**config.mk**
```make
export PLATFORM = sky130hd
export DESIGN_NAME = sql_query_tokenizer
export DESIGN_NICKNAME = d
export VERILOG_FILES = /design/src/rtl/core/sqt_pkg.sv /design/src/rtl/core/sql_query_tokenizer.sv /design/src/rtl/core/sqt_front.sv /design/src/rtl/core/sqt_fifo.sv /design/src/rtl/core/sqt_back.sv
export SDC_FILE = /design/constraint.sdc
export NUM_CORES = 1
export LEC_CHECK = 0
export ABC_AREA = 1
export BUFFER_PORTS_ARGS = -buffer_cell sky130_fd_sc_hd__buf_2
export CAP_MARGIN = 0
export CORE_MARGIN = 1
export CORE_UTILIZATION = 40
export DETAILED_ROUTE_END_ITERATION = 6
export SYNTH_ARGS = -nofsm -noshare
export SYNTH_HDL_FRONTEND = slang
export SYNTH_SLANG_ARGS = --single-unit
```
**constraint.sdc**
```tcl
create_clock -name aclk -period 16.7 [get_ports aclk]
set_clock_uncertainty 0.15 [all_clocks]
set_input_delay 2.505 -clock aclk [delete_from_list [all_inputs] [get_ports aclk]]
set_output_delay 2.505 -clock aclk [all_outputs]
set_load 0.01 [all_outputs]
```
**src/rtl/core/sqt_pkg.sv**
```systemverilog
`default_nettype none

package sqt_pkg;

    // Keyword list
    localparam int NUM_KW  = 11;
    localparam int KW_BITS = 72;

    localparam logic [KW_BITS-1:0] KW_TEXT [NUM_KW] = '{
        {"SELECT", 24'h0}, {"FROM", 40'h0}, {"WHERE", 32'h0}, {"INSERT", 24'h0},
        {"INTO", 40'h0}, {"VALUES", 24'h0}, {"UPDATE", 24'h0}, {"SET", 48'h0},
        {"DELETE", 24'h0}, {"UNION", 32'h0}, "INTERSECT"
    };
    localparam logic [3:0] KW_LEN [NUM_KW] = '{
        4'd6, 4'd4, 4'd5, 4'd6, 4'd4, 4'd6, 4'd6, 4'd3, 4'd6, 4'd5, 4'd9
    };
    localparam logic [NUM_KW-1:0] ALL_CAND = '1;
    localparam logic [3:0] LEN_MAX = 4'd15;

    // Event kinds
    localparam logic [1:0] EV_CHAR  = 2'd0;
    localparam logic [1:0] EV_CLOSE = 2'd1;
    localparam logic [1:0] EV_END   = 2'd2;

    // Token classes
    localparam logic [2:0] CLS_KEYWORD = 3'd0;
    localparam logic [2:0] CLS_IDENT   = 3'd1;
    localparam logic [2:0] CLS_NUMBER  = 3'd2;
    localparam logic [2:0] CLS_STRING  = 3'd3;
    localparam logic [2:0] CLS_OPER    = 3'd4;

    localparam logic [7:0] QUOTE_CHAR      = 8'h27;
    localparam logic [7:0] UNDERSCORE_CHAR = 8'h5F;

    // Results per item and queue depth
    localparam int MAX_RES    = 4;
    localparam int FIFO_DEPTH = 4;

    typedef struct packed {
        logic [1:0] kind;
        logic [2:0] cls;
        logic [7:0] ch;
        logic [3:0] kwn;
    } result_t;

    typedef struct packed {
        logic [2:0]                 count;
        result_t [MAX_RES-1:0]      res;
    } bundle_t;

    function automatic logic is_letter(logic [7:0] c);
        return (c >= "A" && c <= "Z") || (c >= "a" && c <= "z");
    endfunction

    function automatic logic is_digit(logic [7:0] c);
        return c >= "0" && c <= "9";
    endfunction

    function automatic logic is_oper(logic [7:0] c);
        return c == "=" || c == "<" || c == ">" || c == "," || c == ";" ||
               c == "(" || c == ")";
    endfunction

    function automatic result_t make_res(logic [1:0] kind, logic [2:0] cls, logic [7:0] ch);
        result_t r;
        r.kind = kind;
        r.cls  = cls;
        r.ch   = ch;
        r.kwn  = '0;
        return r;
    endfunction

    // Drop keywords that do not match character c at position len or have no position len
    function automatic logic [NUM_KW-1:0] kw_narrow(logic [NUM_KW-1:0] cand,
                                                   logic [3:0] len, logic [7:0] c);
        logic [NUM_KW-1:0] r;
        int                k;
        r = cand;
        for (k = 0; k < NUM_KW; k++) begin
            if (len < KW_LEN[k]) begin
                if (KW_TEXT[k][KW_BITS - 1 - 8 * int'(len) -: 8] != c) begin
                    r[k] = 1'b0;
                end
            end else begin
                r[k] = 1'b0;
            end
        end
        return r;
    endfunction

    // Close event of a word: keyword when a full-length candidate survives
    function automatic result_t word_close(logic [NUM_KW-1:0] cand, logic [3:0] len);
        result_t r;
        int      k;
        r = make_res(EV_CLOSE, CLS_IDENT, 8'h00);
        for (k = 0; k < NUM_KW; k++) begin
            if (cand[k] && KW_LEN[k] == len) begin
                r.cls = CLS_KEYWORD;
                r.kwn = 4'(k);
            end
        end
        return r;
    endfunction

endpackage

`default_nettype wire

```
**src/rtl/core/sql_query_tokenizer.sv**
```systemverilog
// Results of an item pass through the result queue and then the output register.
// Throughput: one item per cycle while each causes at most one result and m_ready is
// high; results of one item leave in turn, buffered by a four-item result queue.
// Reset: synchronous active-low aresetn returns the lexer to idle with all keyword
// candidates set and empties the queue and output register.
`default_nettype none

module sql_query_tokenizer (
    input  wire logic        aclk,
    input  wire logic        aresetn,
    input  wire logic        s_valid,
    output logic             s_ready,
    input  wire logic [7:0]  s_text_byte,
    input  wire logic        s_byte_present,
    input  wire logic        s_end_of_text,
    output logic             m_valid,
    input  wire logic        m_ready,
    output logic [1:0]       m_event_kind,
    output logic [2:0]       m_token_class,
    output logic [7:0]       m_char_out,
    output logic [3:0]       m_keyword_number,
    output logic             m_last_of_run
);

    logic              push;
    logic              pop;
    logic              full;
    logic              empty;
    sqt_pkg::bundle_t  push_data;
    sqt_pkg::bundle_t  head;

    sqt_front u_front (
        .aclk           (aclk),
        .aresetn        (aresetn),
        .s_valid        (s_valid),
        .s_ready        (s_ready),
        .s_text_byte    (s_text_byte),
        .s_byte_present (s_byte_present),
        .s_end_of_text  (s_end_of_text),
        .fifo_full      (full),
        .push           (push),
        .push_data      (push_data)
    );

    sqt_fifo u_fifo (
        .aclk      (aclk),
        .aresetn   (aresetn),
        .push      (push),
        .push_data (push_data),
        .full      (full),
        .pop       (pop),
        .head      (head),
        .empty     (empty)
    );

    sqt_back u_back (
        .aclk             (aclk),
        .aresetn          (aresetn),
        .head             (head),
        .empty            (empty),
        .pop              (pop),
        .m_valid          (m_valid),
        .m_ready          (m_ready),
        .m_event_kind     (m_event_kind),
        .m_token_class    (m_token_class),
        .m_char_out       (m_char_out),
        .m_keyword_number (m_keyword_number),
        .m_last_of_run    (m_last_of_run)
    );

endmodule

`default_nettype wire

```
**src/rtl/core/sqt_front.sv**
```systemverilog
`default_nettype none

module sqt_front (
    input  wire logic            aclk,
    input  wire logic            aresetn,
    input  wire logic            s_valid,
    output logic                 s_ready,
    input  wire logic [7:0]      s_text_byte,
    input  wire logic            s_byte_present,
    input  wire logic            s_end_of_text,
    input  wire logic            fifo_full,
    output logic                 push,
    output sqt_pkg::bundle_t     push_data
);

    typedef enum logic [1:0] {
        MODE_IDLE   = 2'd0,
        MODE_WORD   = 2'd1,
        MODE_NUMBER = 2'd2,
        MODE_STRING = 2'd3
    } mode_t;

    mode_t                        mode_reg, mode_next;
    logic [sqt_pkg::NUM_KW-1:0]   cand_reg, cand_next;
    logic [3:0]                   len_reg, len_next;
    logic [2:0]                   n;
    logic                         reopen;
    logic                         accept;
    sqt_pkg::bundle_t             bundle;

    assign s_ready = !fifo_full;
    assign accept  = s_valid && s_ready;

    // Classify the byte and collect the results it causes
    always_comb begin
        mode_next  = mode_reg;
        cand_next  = cand_reg;
        len_next   = len_reg;
        n          = '0;
        reopen     = 1'b0;
        bundle     = '0;

        if (s_byte_present) begin
            case (mode_reg)
                MODE_STRING: begin
                    if (s_text_byte == sqt_pkg::QUOTE_CHAR) begin
                        bundle.res[n[1:0]] = sqt_pkg::make_res(sqt_pkg::EV_CLOSE,
                            sqt_pkg::CLS_STRING, 8'h00);
                        n = n + 3'd1;
                        mode_next = MODE_IDLE;
                    end else begin
                        bundle.res[n[1:0]] = sqt_pkg::make_res(sqt_pkg::EV_CHAR,
                            sqt_pkg::CLS_STRING, s_text_byte);
                        n = n + 3'd1;
                    end
                end
                MODE_WORD: begin
                    if (sqt_pkg::is_letter(s_text_byte) || sqt_pkg::is_digit(s_text_byte) ||
                        s_text_byte == sqt_pkg::UNDERSCORE_CHAR) begin
                        cand_next = sqt_pkg::kw_narrow(cand_reg, len_reg, s_text_byte);
                        len_next  = (len_reg == sqt_pkg::LEN_MAX) ? len_reg : len_reg + 4'd1;
                        bundle.res[n[1:0]] = sqt_pkg::make_res(sqt_pkg::EV_CHAR,
                            sqt_pkg::CLS_IDENT, s_text_byte);
                        n = n + 3'd1;
                    end else begin
                        bundle.res[n[1:0]] = sqt_pkg::word_close(cand_reg, len_reg);
                        n = n + 3'd1;
                        mode_next = MODE_IDLE;
                        cand_next = sqt_pkg::ALL_CAND;
                        len_next  = '0;
                        reopen    = 1'b1;
                    end
                end
                MODE_NUMBER: begin
                    if (sqt_pkg::is_digit(s_text_byte)) begin
                        bundle.res[n[1:0]] = sqt_pkg::make_res(sqt_pkg::EV_CHAR,
                            sqt_pkg::CLS_NUMBER, s_text_byte);
                        n = n + 3'd1;
                    end else begin
                        bundle.res[n[1:0]] = sqt_pkg::make_res(sqt_pkg::EV_CLOSE,
                            sqt_pkg::CLS_NUMBER, 8'h00);
                        n = n + 3'd1;
                        mode_next = MODE_IDLE;
                        reopen    = 1'b1;
                    end
                end
                default: begin
                    reopen = 1'b1;
                end
            endcase

            // Open a new token from idle
            if (reopen) begin
                if (sqt_pkg::is_letter(s_text_byte)) begin
                    mode_next = MODE_WORD;
                    cand_next = sqt_pkg::kw_narrow(sqt_pkg::ALL_CAND, 4'd0, s_text_byte);
                    len_next  = 4'd1;
                    bundle.res[n[1:0]] = sqt_pkg::make_res(sqt_pkg::EV_CHAR,
                        sqt_pkg::CLS_IDENT, s_text_byte);
                    n = n + 3'd1;
                end else if (sqt_pkg::is_digit(s_text_byte)) begin
                    mode_next = MODE_NUMBER;
                    bundle.res[n[1:0]] = sqt_pkg::make_res(sqt_pkg::EV_CHAR,
                        sqt_pkg::CLS_NUMBER, s_text_byte);
                    n = n + 3'd1;
                end else if (s_text_byte == sqt_pkg::QUOTE_CHAR) begin
                    mode_next = MODE_STRING;
                end else if (sqt_pkg::is_oper(s_text_byte)) begin
                    bundle.res[n[1:0]] = sqt_pkg::make_res(sqt_pkg::EV_CHAR,
                        sqt_pkg::CLS_OPER, s_text_byte);
                    n = n + 3'd1;
                    bundle.res[n[1:0]] = sqt_pkg::make_res(sqt_pkg::EV_CLOSE,
                        sqt_pkg::CLS_OPER, s_text_byte);
                    n = n + 3'd1;
                end
            end
        end

        // Close any open token, then report end of input
        if (s_end_of_text) begin
            case (mode_next)
                MODE_WORD: begin
                    bundle.res[n[1:0]] = sqt_pkg::word_close(cand_next, len_next);
                    n = n + 3'd1;
                end
                MODE_NUMBER: begin
                    bundle.res[n[1:0]] = sqt_pkg::make_res(sqt_pkg::EV_CLOSE,
                        sqt_pkg::CLS_NUMBER, 8'h00);
                    n = n + 3'd1;
                end
                MODE_STRING: begin
                    bundle.res[n[1:0]] = sqt_pkg::make_res(sqt_pkg::EV_CLOSE,
                        sqt_pkg::CLS_STRING, 8'h00);
                    n = n + 3'd1;
                end
                default: begin
                end
            endcase
            bundle.res[n[1:0]] = sqt_pkg::make_res(sqt_pkg::EV_END, 3'd0, 8'h00);
            n = n + 3'd1;
            mode_next = MODE_IDLE;
            cand_next = sqt_pkg::ALL_CAND;
            len_next  = '0;
        end

        bundle.count = n;
    end

    assign push      = accept && (n != 3'd0);
    assign push_data = bundle;

    // Hold lexer state, advance on each accepted item
    always_ff @(posedge aclk) begin
        if (!aresetn) begin
            mode_reg <= MODE_IDLE;
            cand_reg <= sqt_pkg::ALL_CAND;
            len_reg  <= '0;
        end else if (accept) begin
            mode_reg <= mode_next;
            cand_reg <= cand_next;
            len_reg  <= len_next;
        end
    end

endmodule

`default_nettype wire

```
**src/rtl/core/sqt_fifo.sv**
```systemverilog
`default_nettype none

module sqt_fifo (
    input  wire logic              aclk,
    input  wire logic              aresetn,
    input  wire logic              push,
    input  wire sqt_pkg::bundle_t  push_data,
    output logic                   full,
    input  wire logic              pop,
    output sqt_pkg::bundle_t       head,
    output logic                   empty
);

    localparam int PTR_W = $clog2(sqt_pkg::FIFO_DEPTH);

    sqt_pkg::bundle_t  mem_reg [sqt_pkg::FIFO_DEPTH];
    logic [PTR_W-1:0]  wr_ptr_reg, rd_ptr_reg;
    logic [PTR_W:0]    fill_reg;

    assign full  = (fill_reg == (PTR_W+1)'(sqt_pkg::FIFO_DEPTH));
    assign empty = (fill_reg == '0);
    assign head  = mem_reg[rd_ptr_reg];

    // Store incoming bundles
    always_ff @(posedge aclk) begin
        if (push) begin
            mem_reg[wr_ptr_reg] <= push_data;
        end
    end

    // Advance pointers and fill count
    always_ff @(posedge aclk) begin
        if (!aresetn) begin
            wr_ptr_reg <= '0;
            rd_ptr_reg <= '0;
            fill_reg   <= '0;
        end else begin
            if (push) begin
                wr_ptr_reg <= wr_ptr_reg + PTR_W'(1);
            end
            if (pop) begin
                rd_ptr_reg <= rd_ptr_reg + PTR_W'(1);
            end
            if (push && !pop) begin
                fill_reg <= fill_reg + (PTR_W+1)'(1);
            end else if (pop && !push) begin
                fill_reg <= fill_reg - (PTR_W+1)'(1);
            end
        end
    end

endmodule

`default_nettype wire

```
**src/rtl/core/sqt_back.sv**
```systemverilog
`default_nettype none

module sqt_back (
    input  wire logic              aclk,
    input  wire logic              aresetn,
    input  wire sqt_pkg::bundle_t  head,
    input  wire logic              empty,
    output logic                   pop,
    output logic                   m_valid,
    input  wire logic              m_ready,
    output logic [1:0]             m_event_kind,
    output logic [2:0]             m_token_class,
    output logic [7:0]             m_char_out,
    output logic [3:0]             m_keyword_number,
    output logic                   m_last_of_run
);

    logic [1:0]        idx_reg;
    logic              m_valid_reg;
    sqt_pkg::result_t  res_reg;
    logic              last_reg;
    logic              load;
    logic              at_last;

    assign load    = !empty && (!m_valid_reg || m_ready);
    assign at_last = ({1'b0, idx_reg} == head.count - 3'd1);
    assign pop     = load && at_last;

    // Unroll the head bundle into the output register, one result a cycle while m_ready allows
    always_ff @(posedge aclk) begin
        if (!aresetn) begin
            m_valid_reg <= 1'b0;
            idx_reg     <= '0;
        end else if (load) begin
            m_valid_reg <= 1'b1;
            idx_reg     <= at_last ? 2'd0 : idx_reg + 2'd1;
        end else if (m_ready) begin
            m_valid_reg <= 1'b0;
        end
    end

    // Hold result payload
    always_ff @(posedge aclk) begin
        if (load) begin
            res_reg  <= head.res[idx_reg];
            last_reg <= at_last;
        end
    end

    assign m_valid          = m_valid_reg;
    assign m_event_kind     = res_reg.kind;
    assign m_token_class    = res_reg.cls;
    assign m_char_out       = res_reg.ch;
    assign m_keyword_number = res_reg.kwn;
    assign m_last_of_run    = last_reg;

endmodule

`default_nettype wire
```
==> results.ini, run 1 <==
[critical_path]
path_common_cell = nor2_1
cpMaxStageDelayCell = inv_1
arrival_ps = 7360
worstSetupPathType = in2reg
start_kind = input pin
crit_path_max_incr_delay_ps = 520
worstPathRequired_ps = 16980
cp_max_fo = 17
end_kind = register

[synth]
syn_area_per_cell_um2 = 9.26
synth_ff_type = edfxtp_1
synthCells = 1617
ys_top_cells_by_count = nand2_1, edfxtp_1, nor2_1
seq_area_frac_synth_pct = 57.2
yosys_warnings = 0
yosysMostFrequentCell = nand2_1
ys_async_sr_fraction_pct = 0
yosys.area.top_type = edfxtp_1
synth_area_leaders = edfxtp_1, nand2_1, nor2_1
synth_top_cell_area_share_pct = 53.3
synthDistinctLibCells = 53
ys_ff_latch = 295
syn_area_um2 = 15000
synth_edf_count = 266

[die]
pin_count = 34
die_area_um2 = 38200
start_util_pct = 40.8
rows = 70
fp.dieW_um = 196
coreArea_um2 = 36700
die_h_um = 196

[timing]
tns_ps = 0
fin_crit_ps = 7080
setup_viol = 0
min_period_over_period_pct = 42.4
relSlewSlack_pct = 34.9
fmax_mhz = 141
worstMarginPinSlew_ps = 976
rsz0062_at_grt = no
final_hold_viol_count = 0
slew_viol_final = 0

[final_layout]
multi_input_area_um2 = 5670
n_antenna_cell = 0
fin_nets = 1658
register_area_um2 = 8570
area_delta_synth_final_pct = 10.5
n_fill_cell = 3457
largest_register_ffs = 248
drive_above_1_share_pct = 10.7
post-route-util_pct = 45.1

[worst_hold_path]
hp-class = reg2reg

[clock_network]
cts_buffers = 31
cts_tree = built
cts.clk_slew.worst_paths_ps = 60
clk_latency_ps = 560
cts_root_buf = clkbuf_16
ctsHoldBuffers = 0
clk_path_buf_depth = 3
postCtsSetupBuffers = 0
cts_htree_levels = 1
ctsResizeCount = 0
cts_num_sinks = 295

[route]
routed_wl_um = 40000
drtAntennaViolNets = 0
drc = 0
num_vias = 11700
wl_per_cell_um = 18.9
dr.pass1.iters = 5
drtIter0Drc = 956
avgViaCountPerCell = 5.50

[job]
drv_cap = 0

[placed_design]
port_buffers = 33
hpwl_um = 25500
gp_congestion = 0.921

[global_routing]
grt_pass1_wl_um = 63000
antenna_found_initial = 0
grt_pass1_vias = 11100
grt_usage_pct = 21.1
grt_max_degree = 89
grt.overflow.total = 0

[power]
powerDensity_nw_per_um2 = 131
power_mw = 2.17
p_leak_nw = 6.34
vdd_drop_max_mv = 0.0670

[run_status]
outcome = finished clean

## through the flow
step,instance area [µm²],std cells,setup slack [ps],hold WS (ps)
2_1_floorplan,15000,1628,8220,286
3_3_place_gp,15500,2059,9190,290
3_5_place_dp,15500,2059,9110,300
4_1_cts,16500,2117,9690,315
5_1_grt,16500,2117,9270,351
6_report,16500,2117,9620,310
## layout by cell type, fill, tap and decap left out, drive strengths merged
cell / count
nand2: 378
edfxtp: 266
nor2: 238
o21ai: 177
inv: 114
nand3: 109
a21oi: 52
buf: 45
clkbuf: 34
o22ai: 31
o221ai: 29
dfxtp: 29
nor3: 27
clkinv: 21
ha: 19
nand4: 14
conb: 12
a32o: 9
xor2: 9
o211ai: 9
or2: 5
a31oi: 5
bufinv: 4
a2111oi: 2
nand3b: 1
a32oi: 1
o21bai: 1
a21boi: 1
nor4: 1
o2111ai: 1
o31ai: 1
o21a: 1
a211oi: 1
fa: 1
clkinvlp: 1
## where the power goes
group	internal [mW]	switching [mW]
sequential	0.916	0.0451
clock	0.401	0.281
combinational	0.156	0.368
total	1.47	0.693
## worst paths after layout
path	slack [ps]	end	from	cells after the start
setup reg to reg	11480	u_fifo.fill_reg[2]$_SDFFE_PN0P_	u_front.mode_reg[0]$_SDFFE_PN0P_	28
hold reg to reg	310	register	u_fifo.rd_ptr_reg[1]$_SDFFE_PN0P_	2
setup / recovery	9620	u_fifo.fill_reg[2]$_SDFFE_PN0P_	s_text_byte[1]	30
hold / removal	310	register	u_fifo.rd_ptr_reg[1]$_SDFFE_PN0P_	2
## per-layer routing
layer | vias to the layer above | track usage, % | part of all wire [%]
li1 | 5611 | - | -
met1 | 5572 | 28.9 | 44
met2 | 396 | 35.1 | 47
met3 | 73 | 2.37 | 6.2
met4 | 0 | 6.33 | 2.6
met5 | - | 0 | 0
## worst max-delay path: cells and delay by family
| kind | cells | cell delay [ps] |
|---|---|---|
| simple gates | 16 | 2300 |
| fa+ha+maj | 4 | 1060 |
| buf+inv | 6 | 990 |
| compound gates | 4 | 470 |
## cells by family (layout without fill, tap and decap cells)
group / count (synthesis) / count (layout) / share of synthesized area, %
other: 1 / 12 / 0.0250
xor gates and xnor gates: 9 / 9 / 0.526
DFF: 295 / 295 / 57.2
and+or+nand+nor: 773 / 773 / 22.2
AOI/OAI and AO/OA: 321 / 321 / 12.8
adders and majority gates: 20 / 20 / 1.72
buffers and inverters: 198 / 219 / 5.48
## cell type report
| class | instances | share of cell area (%) |
|---|---|---|
| clock inverter | 24 | 1.38 |
| tap | 468 | 3.54 |
| sequential | 295 | 51.8 |
| clock buffer | 34 | 4.76 |
| inverter | 116 | 2.68 |
| timing repair buffer | 45 | 1.54 |
| multi-input combinational | 1135 | 34.3 |
Power figures use the tool's default switching activity.
==> inputs of run 2 (changes only) <==
==> constraint.sdc (replaced) <==
create_clock -name aclk -period 6.4 [get_ports aclk]
set_clock_uncertainty 0.15 [all_clocks]
set_input_delay 0.96 -clock aclk [delete_from_list [all_inputs] [get_ports aclk]]
set_output_delay 0.96 -clock aclk [all_outputs]
set_load 0.01 [all_outputs]
==> run 2 against run 1 <==
Effect of this change: clock-buffer cell count increased by 2; non-clock buffer count increased by 11; via count increased by 0.15%; cell count increased by 0.52%; register-to-register slack got worse by 10000 ps.
==> results.ini, run 2 (synthesis gave the netlist of run 1 again) <==
[critical_path]
worstPathRequired_ps = 6690  ; -10290 ps
cpMaxStageDelayCell = fa_1
r2r_cells = 25  ; -11%
arrival_ps = 5590  ; -1770 ps
path_common_cell = inv_1
end_kind = register
worstSetupPathType = in2reg
reg2reg_to = u_fifo.fill_reg[2]$_SDFFE_PN0P_
crit_path_max_incr_delay_ps = 430  ; -90 ps
start_kind = input pin
r2r_slack_ps = 1470  ; -10010 ps
cp_max_fo = 18  ; +1
r2r-start = u_front.mode_reg[1]$_SDFFE_PN0P_

[power]
p_clk_share_pct = 32.8  ; +1.3 points
p_switching_mw = 1.83  ; +160%
switching_share_pct = 31.5  ; -0.46 points
vdd_drop_max_mv = 0.195  ; +190%
p_int_mw = 3.96  ; +170%
p_leak_nw = 6.45  ; +1.7%
p_comb_share_pct = 23.8  ; -0.4 points
powerDensity_nw_per_um2 = 345  ; +160%
pwr-share-seq_pct = 43.4  ; -1.0 points

[timing]
relSlewSlack_pct = 21.8  ; -13 points
min_period_over_period_pct = 82.8
tns_ps = 0  ; unchanged
worstMarginPinSlew_ps = 1170  ; +192 ps
final_hold_viol_count = 0  ; unchanged
fmax_mhz = 189
hold_ws_ps = 308  ; -1.88 ps
setup_viol = 0  ; unchanged
rsz0062_at_grt = no
fin_crit_ps = 5300
slew_viol_final = 0  ; unchanged

[die]
fp.dieW_um = 196  ; unchanged
die_h_um = 196  ; unchanged
die_area_um2 = 38200  ; unchanged
rows = 70  ; unchanged
start_util_pct = 40.8  ; unchanged
coreArea_um2 = 36700  ; unchanged
pin_count = 34  ; unchanged

[route]
dr.pass1.iters = 5  ; unchanged
drtIter0Drc = 828  ; -13%
drc = 0  ; unchanged
drtAntennaViolNets = 0  ; unchanged
routed_wl_um = 40900  ; +2.3%
wl_per_cell_um = 19.2  ; +1.7%
avgViaCountPerCell = 5.48  ; -0.37%
num_vias = 11700  ; +0.15%

[placed_design]
port_buffers = 33  ; unchanged
hpwl_um = 27200  ; +6.6%
gp_congestion = 0.938  ; +1.8%

[global_routing]
grt.overflow.total = 0  ; unchanged
grt_pass1_vias = 11100  ; +0.19%
grt_max_degree = 85  ; -4.5%
grt_usage_pct = 21.6  ; +0.49 points
antenna_found_initial = 0  ; unchanged
grt_pass1_wl_um = 64000  ; +1.6%

[worst_hold_path]
hp-class = reg2reg
hp-start = u_fifo.rd_ptr_reg[1]$_SDFFE_PN0P_
min_path_cells = 2  ; unchanged

[clock_network]
cts_num_sinks = 295  ; unchanged
ctsResizeCount = 0  ; unchanged
ctsHoldBuffers = 0  ; unchanged
clk_latency_ps = 590  ; +30 ps
cts_buffers = 31  ; unchanged
cts_root_buf = clkbuf_16
clk_path_buf_depth = 3  ; unchanged
cts_htree_levels = 1  ; unchanged
cts_tree = built
postCtsSetupBuffers = 0  ; unchanged
cts.clk_slew.worst_paths_ps = 60  ; about the same

[final_layout]
n_antenna_cell = 0  ; unchanged
final_common_cell = nand2_1
post-route-util_pct = 45.7  ; +0.65 points
largest_register_ffs = 248  ; unchanged
drive_above_1_share_pct = 11.7  ; +0.95 points
fin_nets = 1669  ; +0.66%
final_cell_mix = nand2_1, edfxtp_1, nor2_1, o21ai_0, nand3_1
area_delta_synth_final_pct = 12.1

[job]
drv_cap = 0  ; unchanged

[run_status]
outcome = finished clean

[run 2: cell types whose count changed in the layout (fill, tap and decap cells not counted), sizes merged]
cell      delta
bufinv       +2
clkbuf       +2
buf         +11
clkinvlp     +2
inv          -1
clkinv       -5
[run 2: critical path, delay by kind of cell]
family | cells | cell delay [ps]
adder cells (fa/ha/maj) | 5 | 1370
AND/OR/NAND/NOR | 9 | 1150
AO/OA/AOI/OAI | 8 | 1060
buffers and inverters | 7 | 1030
[run 2: layer usage]
metal	part of all wire (%)	vias to the layer above	global-route usage, %
met5	0	-	0
met4	3.1	0	7.67
met3	5.8	66	2.85
met2	46	345	35.2
met1	45	5612	29.5
li1	-	5646	-
[run 2: layout make-up]
class / count / area (µm²)
multi-input cells: 1135 / 5670
clock inverters: 22 / 272
flip-flops and latches: 295 / 8570
clock buffers: 36 / 815
inverters: 116 / 444
repair buffers: 56 / 425
well taps: 468 / 586
fillers: 3468 / 19900
[run 2: power by group through the flow]
stage,combinational [mW],sequential [mW],clock [mW]
after floorplan,0.923,2.53,0
after global placement,1.39,2.55,0
after detailed placement,1.39,2.55,0
after CTS,1.40,2.52,1.93
after global routing,1.54,2.54,2.00
final,1.38,2.51,1.90
[run 2: worst max-delay path by stage]
stage / from / to / slack, ps / cells after the start
after CTS: s_text_byte[3] / u_fifo.fill_reg[2]$_SDFFE_PN0P_ / 1160 / 29
after global placement: s_text_byte[3] / u_fifo.fill_reg[2]$_SDFFE_PN0P_ / 620 / 29
final: s_text_byte[3] / u_fifo.fill_reg[2]$_SDFFE_PN0P_ / 1100 / 29
after global routing: s_text_byte[3] / u_fifo.fill_reg[2]$_SDFFE_PN0P_ / 730 / 29
after floorplan: s_text_byte[2] / u_fifo.mem_reg[0][0]$_DFFE_PP_ / -530 / 22
after detailed placement: s_text_byte[3] / u_fifo.fill_reg[2]$_SDFFE_PN0P_ / 570 / 29
[run 2: metrics by stage]
step	cell area, µm²	total power [mW]	instances	setup slack [ps]
6_report	16800	5.79	2128	1100
5_1_grt	16800	6.08	2128	733
4_1_cts	16800	5.84	2128	1160
3_5_place_dp	15700	3.95	2070	572
3_3_place_gp	15700	3.94	2070	619
2_1_floorplan	15000	3.46	1628	-533
==> inputs of run 3 (changes only) <==
--- a/config.mk
+++ b/config.mk
@@ -5,7 +5,7 @@
 export SDC_FILE = /design/constraint.sdc
 export NUM_CORES = 1
 export LEC_CHECK = 0
-export ABC_AREA = 1
+export ABC_AREA = 0
 export BUFFER_PORTS_ARGS = -buffer_cell sky130_fd_sc_hd__buf_2
 export CAP_MARGIN = 0
 export CORE_MARGIN = 1
==> constraint.sdc (replaced) <==
create_clock -name aclk -period 4.67 [get_ports aclk]
set_clock_uncertainty 0.15 [all_clocks]
set_input_delay 0.7005 -clock aclk [delete_from_list [all_inputs] [get_ports aclk]]
set_output_delay 0.7005 -clock aclk [all_outputs]
set_load 0.01 [all_outputs]
==> run 3 against run 2 <==
Effect of this change: area after synthesis grew 2.2%; via count shrank 13%; global-route usage shrank 1.2 points; clock power grew 27%; non-clock buffer count grew 64; critical path type is now reg2reg.
==> results.ini, run 3 <==
[clock_network]
cts_num_sinks = 295  ; unchanged
cts_tree = built
clk_path_buf_depth = 3  ; unchanged
cts_htree_levels = 1  ; unchanged
cts_buffers = 30  ; -3.2%
cts.clk_slew.worst_paths_ps = 60  ; about the same
ctsHoldBuffers = 0  ; unchanged
cts_root_buf = clkbuf_16
clk_latency_ps = 550  ; -40 ps

[global_routing]
grt_pass1_wl_um = 60700  ; -5.2%
grt_usage_pct = 20.4  ; -1.2 points
grt_pass1_vias = 10000  ; -10%
antenna_found_initial = 0  ; unchanged
grt_max_degree = 56  ; -34%
grt.overflow.total = 0  ; unchanged

[synth]
synth_area_leaders = edfxtp_1, mux4_2, dfxtp_1
synth_ff_type = edfxtp_1
yosys.area.top_type = edfxtp_1
ys_top_cells_by_count = edfxtp_1, nor2_1, mux4_2
yosys_warnings = 0  ; unchanged
syn_area_um2 = 15300  ; +2.2%
synthDistinctLibCells = 109  ; +110%
synthCells = 1148  ; -29%
synth_top_cell_area_share_pct = 52.2  ; -1.2 points
seq_area_frac_synth_pct = 56.0  ; -1.2 points
ys_ff_latch = 295  ; unchanged
syn_area_per_cell_um2 = 13.3  ; +44%
yosysMostFrequentCell = edfxtp_1
ys_async_sr_fraction_pct = 0  ; unchanged
synth_edf_count = 266  ; unchanged

[timing]
tns_ps = 0  ; unchanged
rsz0062_at_grt = no
setup_viol = 0  ; unchanged
final_hold_viol_count = 0  ; unchanged
fin_crit_ps = 4320
min_period_over_period_pct = 92.5
slew_viol_final = 0  ; unchanged
hold_ws_ps = 331  ; +23.4 ps
relSlewSlack_pct = 40.6  ; +19 points
setup_slack_ps = 349  ; -752 ps
worstMarginPinSlew_ps = 891  ; -277 ps
fmax_mhz = 231

[die]
start_util_pct = 40.6  ; -0.17 points
fp.dieW_um = 198  ; +1.1%
pin_count = 34  ; unchanged
die_h_um = 198  ; +1.1%
rows = 71  ; +1.4%
coreArea_um2 = 37700  ; +2.6%
die_area_um2 = 39100  ; +2.2%

[critical_path]
crit_path_max_incr_delay_ps = 590  ; +160 ps
worstSetupPathType = reg2reg
arrival_ps = 4470  ; -1120 ps
path_common_cell = nor4_4
crit_chain = inv_1 > ha_1 > buf_4 > nand2b_1 > nor4_4 > nor2_1 > xnor2_1 > nor4_1 > o211ai_1 > nor4_4 > a21oi_4 > a41oi_4 > o32ai_2
worstPathRequired_ps = 4820  ; -1870 ps
r2r_slack_ps = 350  ; -1120 ps
cp_top_family = compound AO/OA/AOI/OAI gates
start_kind = register
path_buf_inv = 2  ; -5
end_kind = register
cpMaxStageDelayCell = nor4_4
cp_max_fo = 16  ; -2

[final_layout]
largest_register_ffs = 248  ; unchanged
final_common_cell = edfxtp_1
post-route-util_pct = 46.5  ; +0.77 points
fin_nets = 1262  ; -24%
final_cell_mix = edfxtp_1, buf_4, nor2_1, mux4_2, nand2_1
area_delta_synth_final_pct = 14.5
n_antenna_cell = 0  ; unchanged
drive_above_1_share_pct = 24.8  ; +13 points
n_fill_cell = 3389  ; -2.3%

[power]
vdd_drop_max_mv = 0.309  ; +58%
p_leak_nw = 5.51  ; -15%
powerDensity_nw_per_um2 = 415  ; +20%
power_mw = 7.27  ; +26%

[placed_design]
hpwl_um = 27000  ; -0.55%
gp_congestion = 0.960  ; +2.3%
dp_slack_ps = 57.3  ; -514 ps
port_buffers = 33  ; unchanged

[route]
drtIter0Drc = 836  ; +0.97%
wl_per_cell_um = 22.2  ; +16%
drc = 0  ; unchanged
num_vias = 10200  ; -13%
dr.pass1.iters = 5  ; unchanged
drtAntennaViolNets = 0  ; unchanged
routed_wl_um = 39100  ; -4.2%
avgViaCountPerCell = 5.78  ; +5.3%

[job]
drv_cap = 0  ; unchanged

[worst_hold_path]
hp-class = in2reg

[run_status]
outcome = finished clean

-- run 3: cell count changes in the layout (fill, tap and decap cells not counted), sizes merged, moves of 27 or more --
cell    previous run  this run
and2               0        27
buf               56       120
inv              113        36
mux4               0        70
nand2            378        71
nand3            109        31
nor2             238        78
o21ai            177        63
o221ai            29         1
-- run 3: logic make-up (layout without fill, tap and decap cells) --
logic type / Yosys count / in the layout / synth area share [%]
and+or+nand+nor: 336 / 336 / 12.3
DFF: 295 / 295 / 56.0
AOI/OAI and AO/OA: 260 / 260 / 13.2
buffers and inverters: 120 / 213 / 3.66
muxes: 84 / 84 / 11.2
xor gates and xnor gates: 32 / 32 / 2.00
adders and majority gates: 20 / 20 / 1.68
other: 1 / 12 / 0.0245
-- run 3: final timing paths --
kind,endpoint,cells after the start,startpoint
setup / recovery,u_fifo.mem_reg[0][12]$_DFFE_PP_,13,u_front.len_reg[0]$_SDFFE_PN0P_
hold / removal,u_back.m_valid$_SDFFE_PN0P_,4,m_ready
setup reg to reg,u_fifo.mem_reg[0][12]$_DFFE_PP_,13,u_front.len_reg[0]$_SDFFE_PN0P_
hold reg to reg,u_fifo.fill_reg[2]$_SDFFE_PN0P_,2,u_fifo.fill_reg[2]$_SDFFE_PN0P_
-- run 3: where the power goes --
part | internal (mW) | switching (mW) | total [mW] | leakage, nW
clock | 1.45 | 0.965 | 2.42 | 0.488
combinational | 0.673 | 0.872 | 1.55 | 2.50
sequential | 3.20 | 0.109 | 3.31 | 2.52
total | 5.33 | 1.95 | 7.27 | 5.51
-- run 3: worst reg2reg max path, cell delays in order (launching register included) --
cell and delay [ps]:
dfxtp_1 310, inv_1 70, ha_1 230, buf_4 290, nand2b_1 160, nor4_4 590, nor2_1 250, xnor2_1 310
nor4_1 130, o211ai_1 420, nor4_4 100, a21oi_4 320, a41oi_4 250, o32ai_2 500
-- run 3: through the flow --
stage / instance area, µm² / std cells
finish: 17500 / 1763
global route: 17500 / 1763
CTS: 17500 / 1763
detailed placement: 16500 / 1707
global placement: 16500 / 1707
floorplan: 15400 / 1159
-- run 3: area by class of cell --
class | count | area [µm²] | share of cell area, %
clock buffer | 40 | 820 | 4.68
clock inverter | 16 | 189 | 1.08
inverter | 37 | 141 | 0.807
multi-input combinational | 744 | 6260 | 35.8
sequential | 295 | 8570 | 48.9
tap | 511 | 639 | 3.65
timing repair buffer | 120 | 893 | 5.10
-- run 3: metal layers --
metal  global-route usage [%]  part of all wire (%)
met5                        0                     0
met4                     6.52                   2.7
met3                     1.93                   4.5
met2                     33.6                    49
met1                     28.5                    44
-- run 3: timing repair --
item                                    CTS  global route
buffers inserted                          0             0
endpoints found under the setup margin    0            16
resized for setup                         0             1
